`src/rtl/stereo_bass_treble_tone_control_assert.svh`:
```
// Assertion macros shared by the tone control RTL.
// Both expect signals named clk and arst_n in the calling module.
`ifndef STEREO_BASS_TREBLE_TONE_CONTROL_ASSERT_SVH
`define STEREO_BASS_TREBLE_TONE_CONTROL_ASSERT_SVH

// The consequent must hold in the same cycle as the antecedent.
`define STC_ASSERT_SAME(lbl, ante, cons) \
	lbl: assert property (@(posedge clk) disable iff (!arst_n) (ante) |-> (cons)) \
		else $error("tone control assertion failed");

// The consequent must hold in the cycle after the antecedent.
`define STC_ASSERT_NEXT(lbl, ante, cons) \
	lbl: assert property (@(posedge clk) disable iff (!arst_n) (ante) |=> (cons)) \
		else $error("tone control assertion failed");

`endif

```
`src/rtl/stc_pkg.sv`:
```
`timescale 1ns / 1ps
package stc_pkg;

	// Default widths of samples and coefficient registers.
	localparam int SAMPLE_BITS_D = 24;
	localparam int COEF_BITS_D   = 32;

	// Configuration register map.
	localparam int NUM_REGS     = 8;
	localparam int CFG_IDX_BITS = 4;

	typedef enum logic [CFG_IDX_BITS-1:0] {
		REG_TREBLE_NUM = 4'd0,
		REG_TREBLE_FB1 = 4'd1,
		REG_TREBLE_FB2 = 4'd2,
		REG_BASS_NUM   = 4'd3,
		REG_BASS_FB1   = 4'd4,
		REG_BASS_FB2   = 4'd5,
		REG_TREBLE_LVL = 4'd6,
		REG_DRIVE_LVL  = 4'd7
	} reg_idx_t;

	localparam logic signed [63:0] REG_RESET [NUM_REGS] = '{
		64'sd14777000, -64'sd250386000, 64'sd41049000, 64'sd27457500,
		-64'sd49118000, -64'sd109486000, 64'sd268435456, 64'sd268435456
	};

	// Filter memory: 2 sets x 2 channels x 2 filters x 2 words.
	localparam int FM_WIDTH = 40;
	localparam int FM_DEPTH = 16;

	// CORDIC constants, angles in Q.30.
	localparam int CORDIC_STEPS = 30;
	localparam logic signed [35:0] PI_Q30          = 36'sd3373259426;
	localparam logic signed [35:0] TWO_PI_Q30      = 36'sd6746518852;
	localparam logic signed [35:0] HALF_PI_Q30     = 36'sd1686629713;
	localparam logic signed [35:0] CORDIC_GAIN_INV = 36'sd652032874;

	typedef enum logic [4:0] {
		ST_IDLE,
		ST_LOAD,
		ST_THETA,
		ST_WRAP,
		ST_SIN,
		ST_SOUT,
		ST_B0,
		ST_B1,
		ST_B2,
		ST_B3,
		ST_B4,
		ST_B5,
		ST_V0,
		ST_V1,
		ST_V2,
		ST_V3,
		ST_SQRT,
		ST_AINIT,
		ST_ASIN,
		ST_ZOUT,
		ST_DONE
	} state_t;

	// Arctangent of 2^-i in Q.30; small angles equal the shift itself.
	function automatic logic signed [35:0] atan_q30(input logic [4:0] i);
		logic signed [35:0] r;
		case (i)
			5'd0:    r = 36'sd843314857;
			5'd1:    r = 36'sd497837829;
			5'd2:    r = 36'sd263043837;
			5'd3:    r = 36'sd133525159;
			5'd4:    r = 36'sd67021687;
			5'd5:    r = 36'sd33543516;
			5'd6:    r = 36'sd16775851;
			5'd7:    r = 36'sd8388437;
			5'd8:    r = 36'sd4194283;
			5'd9:    r = 36'sd2097149;
			5'd10:   r = 36'sd1048576;
			default: r = 36'sd1 <<< (30 - int'(i));
		endcase
		return r;
	endfunction

	// Right shift that adds half an LSB and then floors.
	function automatic logic signed [65:0] rnd_sh(input logic signed [65:0] v, input int sh);
		return (v + ((66'sd1 <<< sh) >>> 1)) >>> sh;
	endfunction

	// Saturate to a signed range of w bits.
	function automatic logic signed [65:0] sat_w(input logic signed [65:0] v, input int w);
		logic signed [65:0] hi;
		logic signed [65:0] lo;
		hi = (66'sd1 <<< (w - 1)) - 66'sd1;
		lo = -hi - 66'sd1;
		return (v > hi) ? hi : ((v < lo) ? lo : v);
	endfunction

endpackage

```
`src/rtl/stc_ram.sv`:
```
`timescale 1ns / 1ps
module stc_ram import stc_pkg::*; #(
	parameter int WIDTH = FM_WIDTH,
	parameter int DEPTH = FM_DEPTH
) (
	input  logic                     clk,
	input  logic                     we,
	input  logic [$clog2(DEPTH)-1:0] waddr,
	input  logic [WIDTH-1:0]         wdata,
	input  logic [$clog2(DEPTH)-1:0] raddr,
	output logic [WIDTH-1:0]         rdata
);
	logic [WIDTH-1:0] mem_q [DEPTH];

	// One write port and one registered read port.
	always_ff @(posedge clk) begin
		if (we) begin
			mem_q[waddr] <= wdata;
		end
		rdata <= mem_q[raddr];
	end
endmodule

```
`config.mk`:
```
export PLATFORM = sky130hd
export DESIGN_NAME = stc_ram
export DESIGN_NICKNAME = d
export VERILOG_FILES = /design/src/rtl/stereo_bass_treble_tone_control_assert.svh /design/src/rtl/stc_pkg.sv /design/src/rtl/stc_ram.sv
export SDC_FILE = /design/constraint.sdc
export NUM_CORES = 1
export LEC_CHECK = 0
export BUFFER_PORTS_ARGS = -buffer_cell sky130_fd_sc_hd__buf_2
export CAP_MARGIN = 10
export CORE_MARGIN = 2
export CORE_UTILIZATION = 69
export CTS_BUF_LIST = sky130_fd_sc_hd__clkbuf_2
export DETAILED_ROUTE_END_ITERATION = 8
export PLACE_DENSITY = 0.93
export SETUP_SLACK_MARGIN = 0.1
export SLEW_MARGIN = 10
export SYNTH_ARGS = -nofsm -noshare
export SYNTH_HDL_FRONTEND = slang
export SYNTH_SLANG_ARGS = --single-unit
```
`constraint.sdc`:
```
create_clock -name clk -period 13.1 [get_ports clk]
set_clock_uncertainty 0.2 [all_clocks]
set_input_delay 0.655 -clock clk [delete_from_list [all_inputs] [get_ports clk]]
set_output_delay 0.655 -clock clk [all_outputs]
set_load 0.01 [all_outputs]
```
==> results of run 1 <==
how the worst max path moves through the flow:
stage | slack (ns) | start | end | depth (start not counted)
after floorplan | 8.50 | waddr[2] | mem_q[0][0] | 2
final | 10.59 | rdata[16] | rdata[16] | 1
after global placement | 9.72 | raddr[0] | rdata[25] | 5
after detailed placement | 9.62 | raddr[0] | rdata[19] | 5
after global routing | 10.50 | rdata[16] | rdata[16] | 1
after CTS | 10.52 | rdata[16] | rdata[16] | 1
cell usage after synthesis, drive strengths merged:
library cell	number	area, um^2
nand2b	2	12.5
or3b	1	8.76
mux4	160	3830
and2	1	6.26
clkbuf	27	101
buf	26	299
nand2	41	154
nor2	13	48.8
nand3b	2	15.0
dfxtp	40	801
nor3	4	20.0
nand3	1	5.00
edfxtp	640	19200
a22oi	80	601
nor2b	2	12.5
placed cells by master, fill, tap and decap left out:
cell type / Yosys / final
bufinv_16: 0 / 1
dfxtp_1: 40 / 40
nand2b_1: 2 / 2
or3b_2: 1 / 1
mux4_1: 60 / 60
nand2_1: 41 / 41
buf_8: 0 / 1
inv_2: 0 / 7
buf_4: 0 / 23
clkbuf_2: 0 / 241
nor2_4: 0 / 13
dlygate4sd3_1: 0 / 40
edfxtp_1: 640 / 640
nor3_2: 0 / 4
clkinv_1: 0 / 26
a22oi_1: 80 / 80
nand3b_1: 2 / 2
diode_2: 0 / 2
buf_6: 1 / 1
clkinv_2: 0 / 4
and2_2: 0 / 1
nor2b_4: 0 / 2
buf_2: 12 / 87
mux4_2: 100 / 100
nand3_1: 1 / 1
flip-flops by register name, indices dropped and copies added, names as in the netlist:
register and count:
mem_q 640, rdata 40
cells by family after synthesis:
| logic type | synth area share (%) |
|---|---|
| and+or+nand+nor | 1.13 |
| AOI/OAI and AO/OA | 2.39 |
| DFF | 79.7 |
| buffers and inverters | 1.59 |
| muxes | 15.2 |
where the power goes:
group | leakage [nW] | switching, mW | internal [mW]
combinational | 2.30 | 0.126 | 0.0903
sequential | 6.12 | 0.0178 | 2.43
clock | 1.10 | 0.775 | 0.504
cell type report:
class | instances | area share, %
clock inverters | 38 | 0.624
well taps | 461 | 2.07
flip-flops and latches | 680 | 71.9
multi-input cells | 307 | 17.4
diodes | 2 | 0.0180
clock buffers | 241 | 4.33
repair buffers | 152 | 3.71
metrics by stage:
| stage | power [mW] | util (%) | instance area (um^2) | instances | worst slack, ns |
|---|---|---|---|---|---|
| finish | 3.94 | 78.0 | 27900 | 1881 | 10.59 |
| global route | 4.08 | 78.0 | 27900 | 1881 | 10.50 |
| CTS | 3.96 | 77.9 | 27900 | 1879 | 10.52 |
| detailed placement | 2.70 | 73.0 | 26100 | 1560 | 9.62 |
| global placement | 2.68 | 73.0 | 26100 | 1560 | 9.72 |
| floorplan | 2.61 | - | 25100 | 1040 | 8.50 |
routing by layer:
layer  vias to the layer above  share of wire, %  GRT usage, %
li1                       5108                 -             -
met1                      6201                36          39.5
met2                       824                51          47.6
met3                       105                10          6.02
met4                         0               2.6          11.9
met5                         -                 0             0
timing repair:
item	4_1_cts	5_1_grt
hold buffers	40	0
gates resized for setup	0	0
hold endpoints to repair	640	0
==> out/qor.csv, run 1 <==
metric,value,unit
status,completed,
timing.fmax,0.398,GHz
synth_seq_cells,680,
drtAntennaViolNets,0,
slew_headroom,24.6,%
period_minus_slack,2.51,ns
fillers,1737,
antenna_found_initial,2,
r2r-start,mem_q[9][28],
overflow,0,
min-delay-start,raddr[1],
crit_family,flip-flops,
cts_buffers,155,
hold_class,input pin to flop,
hold_slack,0.155,ns
ioPinCount,90,
fin_crit_sh,19.2,%
cts_tree,built,
clock_sinks,680,
cts_setup_buffers,0,
netlist_instances,1040,
max_stage_delay,0.44,ns
die-area,38000,um^2
cts_root_buffer,clkbuf_2,
maxSlewViolCount,0,
critPathCaptureType,output port,
arrival,1.66,ns
cp_max_fo,1,
cts_buffer_depth,3,
worst_pin_slew,1.13,ns
dieWidth,195,um
setup_violations,0,
drive_above_1_share,34.3,%
criticalPathCategory,flop to output port,
grt_pass1_wl,79.2,mm
via_per_inst,6.51,
slowest_stage,dfxtp_1,
synthesis.area,25100,um^2
synth_nets,1090,
maxCapViolCount,0,
totalWireLength,53.4,mm
fp-row-count,69,
io_buffers,89,
drtIter0Drc,1507,
clk_pin_slew_worst_paths,0.10,ns
areaGrowthSynthToFinish,10.9,%
power_density,141,nW/um^2
register_area,20000,um^2
drc_errors,0,
dr_total_vias,12200,
fp.coreArea,35700,um^2
grt_pass1_vias,13100,
track_usage,29.1,%
ys_warn_count,0,
insertion_delay,1.08,ns
routabilityCongestion,0.719,
leakagePower,9.52,nW
synth_cell_type_count,19,
multi_input_area,4850,um^2
holdPathStages,4,
htreeDepth,4,
grt_max_degree,82,
worst-path-buf-inv,1,
rsz0062_at_grt,no,
crit_chain,buf_2,
r2r_end,rdata[28],
fin_nets,1346,
peakVddDrop,0.0000683,V
die_h,195,um
hpwl,25.7,mm
syn_area_per_cell,24.2,um^2
r2r_cells,3,
start_util,70.3,%
hold_path_end,rdata[6],
timing.setup.tns,0,ns
cp-start-kind,flop,
first_pass_iters,5,
ys_seq_area_share,79.7,%
reg2reg_slack,11.44,ns
worstPathRequired,12.24,ns
hold_viol,0,
wl_per_cell,28.4,um
(Power assumes the default switching activity.)
==> run 2: changes to the inputs <==
--- a/config.mk
+++ b/config.mk
@@ -8,10 +8,10 @@
 export BUFFER_PORTS_ARGS = -buffer_cell sky130_fd_sc_hd__buf_2
 export CAP_MARGIN = 10
 export CORE_MARGIN = 2
-export CORE_UTILIZATION = 69
+export CORE_UTILIZATION = 64
 export CTS_BUF_LIST = sky130_fd_sc_hd__clkbuf_2
 export DETAILED_ROUTE_END_ITERATION = 8
-export PLACE_DENSITY = 0.93
+export PLACE_DENSITY = 0.88
 export SETUP_SLACK_MARGIN = 0.1
 export SLEW_MARGIN = 10
 export SYNTH_ARGS = -nofsm -noshare
==> constraint.sdc (replaced) <==
create_clock -name clk -period 2.5 [get_ports clk]
set_clock_uncertainty 0.2 [all_clocks]
set_input_delay 0.125 -clock clk [delete_from_list [all_inputs] [get_ports clk]]
set_output_delay 0.125 -clock clk [all_outputs]
set_load 0.01 [all_outputs]
==> out/qor.csv, run 2 (same netlist as run 1, synthesis figures left out) <==
metric,value,unit
antenna_found_initial,1,
areaGrowthSynthToFinish,15.5,%
status,completed,
top_register,mem_q,
period_minus_slack,2.27,ns
r2r-start,mem_q[8][16],
holdPathStages,5,
rsz0062_at_grt,no,
peakVddDrop,0.000396,V
overflow,0,
largest_reg_flops,640,
htreeDepth,4,
dr_total_vias,12500,
reg2reg_slack,0.49,ns
worstPathRequired,3.21,ns
cts_setup_buffers,0,
track_usage,27.3,%
fp.coreArea,38700,um^2
die-area,40900,um^2
grt_max_degree,43,
criticalPathCategory,input pin to flop,
largestRegisters,"mem_q x640, rdata x40",
start_util,64.9,%
power_density,719,nW/um^2
timing.fmax,0.440,GHz
first_pass_iters,5,
slew_headroom,57.1,%
leakagePower,9.91,nW
max_stage_delay,0.81,ns
via_per_inst,6.22,
grt_pass1_wl,79.9,mm
worst_pin_slew,0.642,ns
hold_class,input pin to flop,
routabilityCongestion,0.722,
cp_max_fo,19,
maxCapViolCount,0,
crit_chain,"dlygate4sd3_1, dlygate4sd3_1, buf_6, dlygate4sd3_1, mux4_1, a22oi_1, nand2_1",
totalWireLength,53.7,mm
setup_ws,0.226,ns
cts_tree,built,
stdcell_count,2008,
cts_root_buffer,clkbuf_2,
maxSlewViolCount,0,
dieWidth,202,um
arrival,2.99,ns
critPathCaptureType,flop,
grt_pass1_vias,13400,
final_common_cell,edfxtp_1,
setup_violations,0,
fp-row-count,72,
dp_cells,1629,
cts_resized,0,
fillers,2111,
fin_util,74.9,%
timing.setup.tns,0,ns
r2r_cells,4,
clock_sinks,680,
drtIter0Drc,1438,
fin_crit_sh,90.9,%
hold_viol,0,
clk_pin_slew_worst_paths,0.11,ns
cp-start-kind,input pin,
io_buffers,89,
wl_per_cell,26.7,um
ioPinCount,90,
drtAntennaViolNets,0,
drc_errors,0,
fin_nets,1415,
insertion_delay,1.05,ns
layout_common_cells,"640 x edfxtp_1, 223 x clkbuf_2, 100 x mux4_2, 100 x dlygate4sd3_1, 87 x buf_2",
min-delay-start,raddr[3],
cp_common_cell,dlygate4sd3_1,
hpwl,26.2,mm
cts_buffers,152,
drive_above_1_share,32.6,%
die_h,202,um
hold_slack,0.110,ns
cts_buffer_depth,3,
r2r_end,rdata[16],
slowest_stage,dlygate4sd3_1,
hold_path_end,rdata[2],
dp_worst_setup_slack,0.454,ns
run 2: changes by cell type in the layout (fill, tap and decap cells not counted), moves of 4 or more:
| cell | change |
|---|---|
| buf_12 | +27 |
| buf_4 | -15 |
| clkbuf_2 | -18 |
| clkinv_1 | +12 |
| clkinv_2 | +6 |
| dlygate4sd3_1 | +60 |
| nor3_2 | -4 |
| nor3_4 | +4 |
run 2: worst max-delay path by stage:
stage                        start  slack (ns)  cells after the start     endpoint
after floorplan           waddr[2]       -0.48                      2  mem_q[1][0]
after global routing      raddr[1]        0.24                      7    rdata[15]
after detailed placement  raddr[0]        0.45                      6    rdata[37]
final                     raddr[1]        0.23                      7    rdata[15]
after CTS                 raddr[1]        0.19                      7    rdata[16]
after global placement    raddr[0]        0.52                      6    rdata[37]
run 2: layer usage:
metal  part of all wire [%]  global-route usage, %  routed length, um  vias up
met5                      0                      0                  0        -
li1                       -                      -                  -     5282
met2                     51                   44.8              27300      742
met3                    9.7                   6.88               5190       88
met1                     37                   36.5              20000     6368
met4                    2.0                   9.83               1100        0
run 2: where the power goes:
group	total [mW]	switching, mW	internal [mW]
logic	1.27	0.691	0.578
clock network	6.78	4.07	2.71
registers	12.8	0.0898	12.7
total	20.9	4.85	16.0
run 2: worst max-delay path, delay by kind of cell:
kind	cells	cell delay [ns]
muxes	1	0.37
buffers and inverters	4	2.13
and+or+nand+nor	1	0.12
AOI/OAI and AO/OA	1	0.22
run 2: layout make-up:
type,instances,area [um^2],area share [%]
flip-flops and latches,680,20000,69.0
multi-input cells,307,4870,16.8
repair buffers,224,2060,7.11
clock buffers,223,1120,3.85
well taps,518,648,2.23
clock inverters,55,298,1.03
diodes,1,2.50,0.00862
run 2: per-stage QoR:
stage / instance area [um^2] / power, mW
after floorplan: 25200 / 13.7
after global placement: 26600 / 14.1
after detailed placement: 26600 / 14.2
after CTS: 29000 / 21.0
after global routing: 29000 / 21.7
final: 29000 / 20.9
run 2: repair_timing:
action | CTS | global route
endpoints found under the setup margin | 0 | 1
hold endpoints to repair | 1320 | 1
hold buffers | 100 | 1
==> run 3: changes to the inputs <==
--- a/config.mk
+++ b/config.mk
@@ -11,6 +11,7 @@
 export CORE_UTILIZATION = 64
 export CTS_BUF_LIST = sky130_fd_sc_hd__clkbuf_2
 export DETAILED_ROUTE_END_ITERATION = 8
+export MAX_ROUTING_LAYER = met4
 export PLACE_DENSITY = 0.88
 export SETUP_SLACK_MARGIN = 0.1
 export SLEW_MARGIN = 10
==> out/qor.csv, run 3 (same netlist as run 1, synthesis figures left out) <==
metric,value,unit
status,completed,
maxCapViolCount,0,
cp_common_cell,dlygate4sd3_1,
hold_viol,0,
start_util,64.9,%
worstPathRequired,3.22,ns
slowest_stage,dlygate4sd3_1,
grt_max_degree,43,
period_minus_slack,2.26,ns
worst_pin_slew,0.645,ns
grt_pass1_wl,80.0,mm
stdcell_count,2009,
crit_family,buffers and inverters,
hold_class,input pin to flop,
critPathCaptureType,flop,
cts_resized,0,
dieWidth,202,um
hpwl,26.2,mm
p_sw,4.85,mW
die_h,202,um
grt_pass1_vias,13400,
p_int,16.0,mW
sw_frac_of_total,23.3,%
top_register,mem_q,
criticalPathCategory,input pin to flop,
drtAntennaViolNets,0,
fp.coreArea,38700,um^2
io_buffers,89,
pwr-share-comb,6.1,%
fillers,2111,
cp-start-kind,input pin,
setup_violations,0,
die-area,40900,um^2
antenna_found_initial,2,
leakagePower,9.91,nW
via_per_inst,6.23,
cp_max_fo,19,
fin_area,29000,um^2
overflow,0,
timing.fmax,0.442,GHz
routabilityCongestion,0.730,
dp_cells,1629,
arrival,2.98,ns
cts_buffers,152,
track_usage,28.2,%
worst-path-buf-inv,4,
largest_reg_flops,640,
fin_nets,1415,
clk_pin_slew_worst_paths,0.11,ns
wl_per_cell,26.7,um
peakVddDrop,0.000396,V
slew_headroom,56.9,%
drive_above_1_share,32.6,%
clock_sinks,680,
cts_setup_buffers,0,
layout_common_cells,"640 x edfxtp_1, 223 x clkbuf_2, 100 x mux4_2, 100 x dlygate4sd3_1, 87 x buf_2",
dr_total_vias,12500,
pwr-share-clk,32.5,%
cts_buffer_depth,3,
setup_ws,0.240,ns
drtIter0Drc,1500,
cts_tree,built,
insertion_delay,1.05,ns
fp-row-count,72,
areaGrowthSynthToFinish,15.5,%
htreeDepth,4,
drc_errors,0,
p_total,20.9,mW
ioPinCount,90,
power_density,719,nW/um^2
dp_worst_setup_slack,0.454,ns
placedInstanceArea,26600,um^2
final_common_cell,edfxtp_1,
totalWireLength,53.7,mm
crit_chain,"dlygate4sd3_1, dlygate4sd3_1, buf_6, dlygate4sd3_1, mux4_1, a22oi_1, nand2_1",
rsz0062_at_grt,no,
maxSlewViolCount,0,
p_seq_share,61.4,%
cts_root_buffer,clkbuf_2,
fin_crit_sh,90.4,%
max_stage_delay,0.81,ns
first_pass_iters,5,
largestRegisters,"mem_q x640, rdata x40",
## run 3: routing by layer
layer  vias up  GRT usage [%]  part of all wire [%]
met1      6395           36.6                    37
met4         0           9.80                   2.1
li1       5287              -                     -
met2       745           44.7                    51
met3        95           6.85                   9.4
met5         -              -                     0
## run 3: path summary, 6_finish.rpt
| kind | cells past startpoint | slack [ns] | startpoint | to |
|---|---|---|---|---|
| max reg2reg | 4 | 0.49 | mem_q[11][16] | rdata[16] |
| min | 5 | 0.10 | raddr[3] | rdata[2] |
| min reg2reg | 3 | 0.48 | mem_q[7][35] | rdata[35] |
| max | 7 | 0.24 | raddr[1] | rdata[15] |
## run 3: final cells by class
type                       count  area, um^2  share of cell area [%]
antenna                        2        5.00                  0.0172
clock buffer                 223        1120                    3.85
clock inverter                55         298                    1.03
multi-input combinational    307        4870                    16.8
sequential                   680       20000                    69.0
tap                          518         648                    2.23
timing repair buffer         224        2060                    7.11
## run 3: through the flow
stage	hold WS [ns]	util [%]	TNS (ns)
6_report	0.105	74.9	0
5_1_grt	0.0439	74.9	0
4_1_cts	0.00301	74.9	0
3_5_place_dp	0.297	68.7	0
3_3_place_gp	0.283	68.7	0
2_1_floorplan	0.0239	-	-71.33
## run 3: worst min-delay path, cell delays in order
cell and delay (ns):
dlygate4sd3_1 0.53, buf_2 0.16, nor2b_4 0.23, a22oi_1 0.19, nand2_1 0.06
## run 3: power groups by stage
stage                     clock [mW]  combinational, mW  sequential, mW
final                           6.78               1.27            12.8
after global routing            7.48               1.35            12.8
after CTS                       6.91               1.27            12.8
after detailed placement           0               1.14            13.1
after global placement             0               1.08            13.1
after floorplan                    0              0.620            13.1
## run 3: timing repair
| item | in CTS | in global routing |
|---|---|---|
| endpoints found under the setup margin | 0 | 1 |
| endpoints found under the hold margin | 1320 | 1 |
| hold buffers | 100 | 1 |
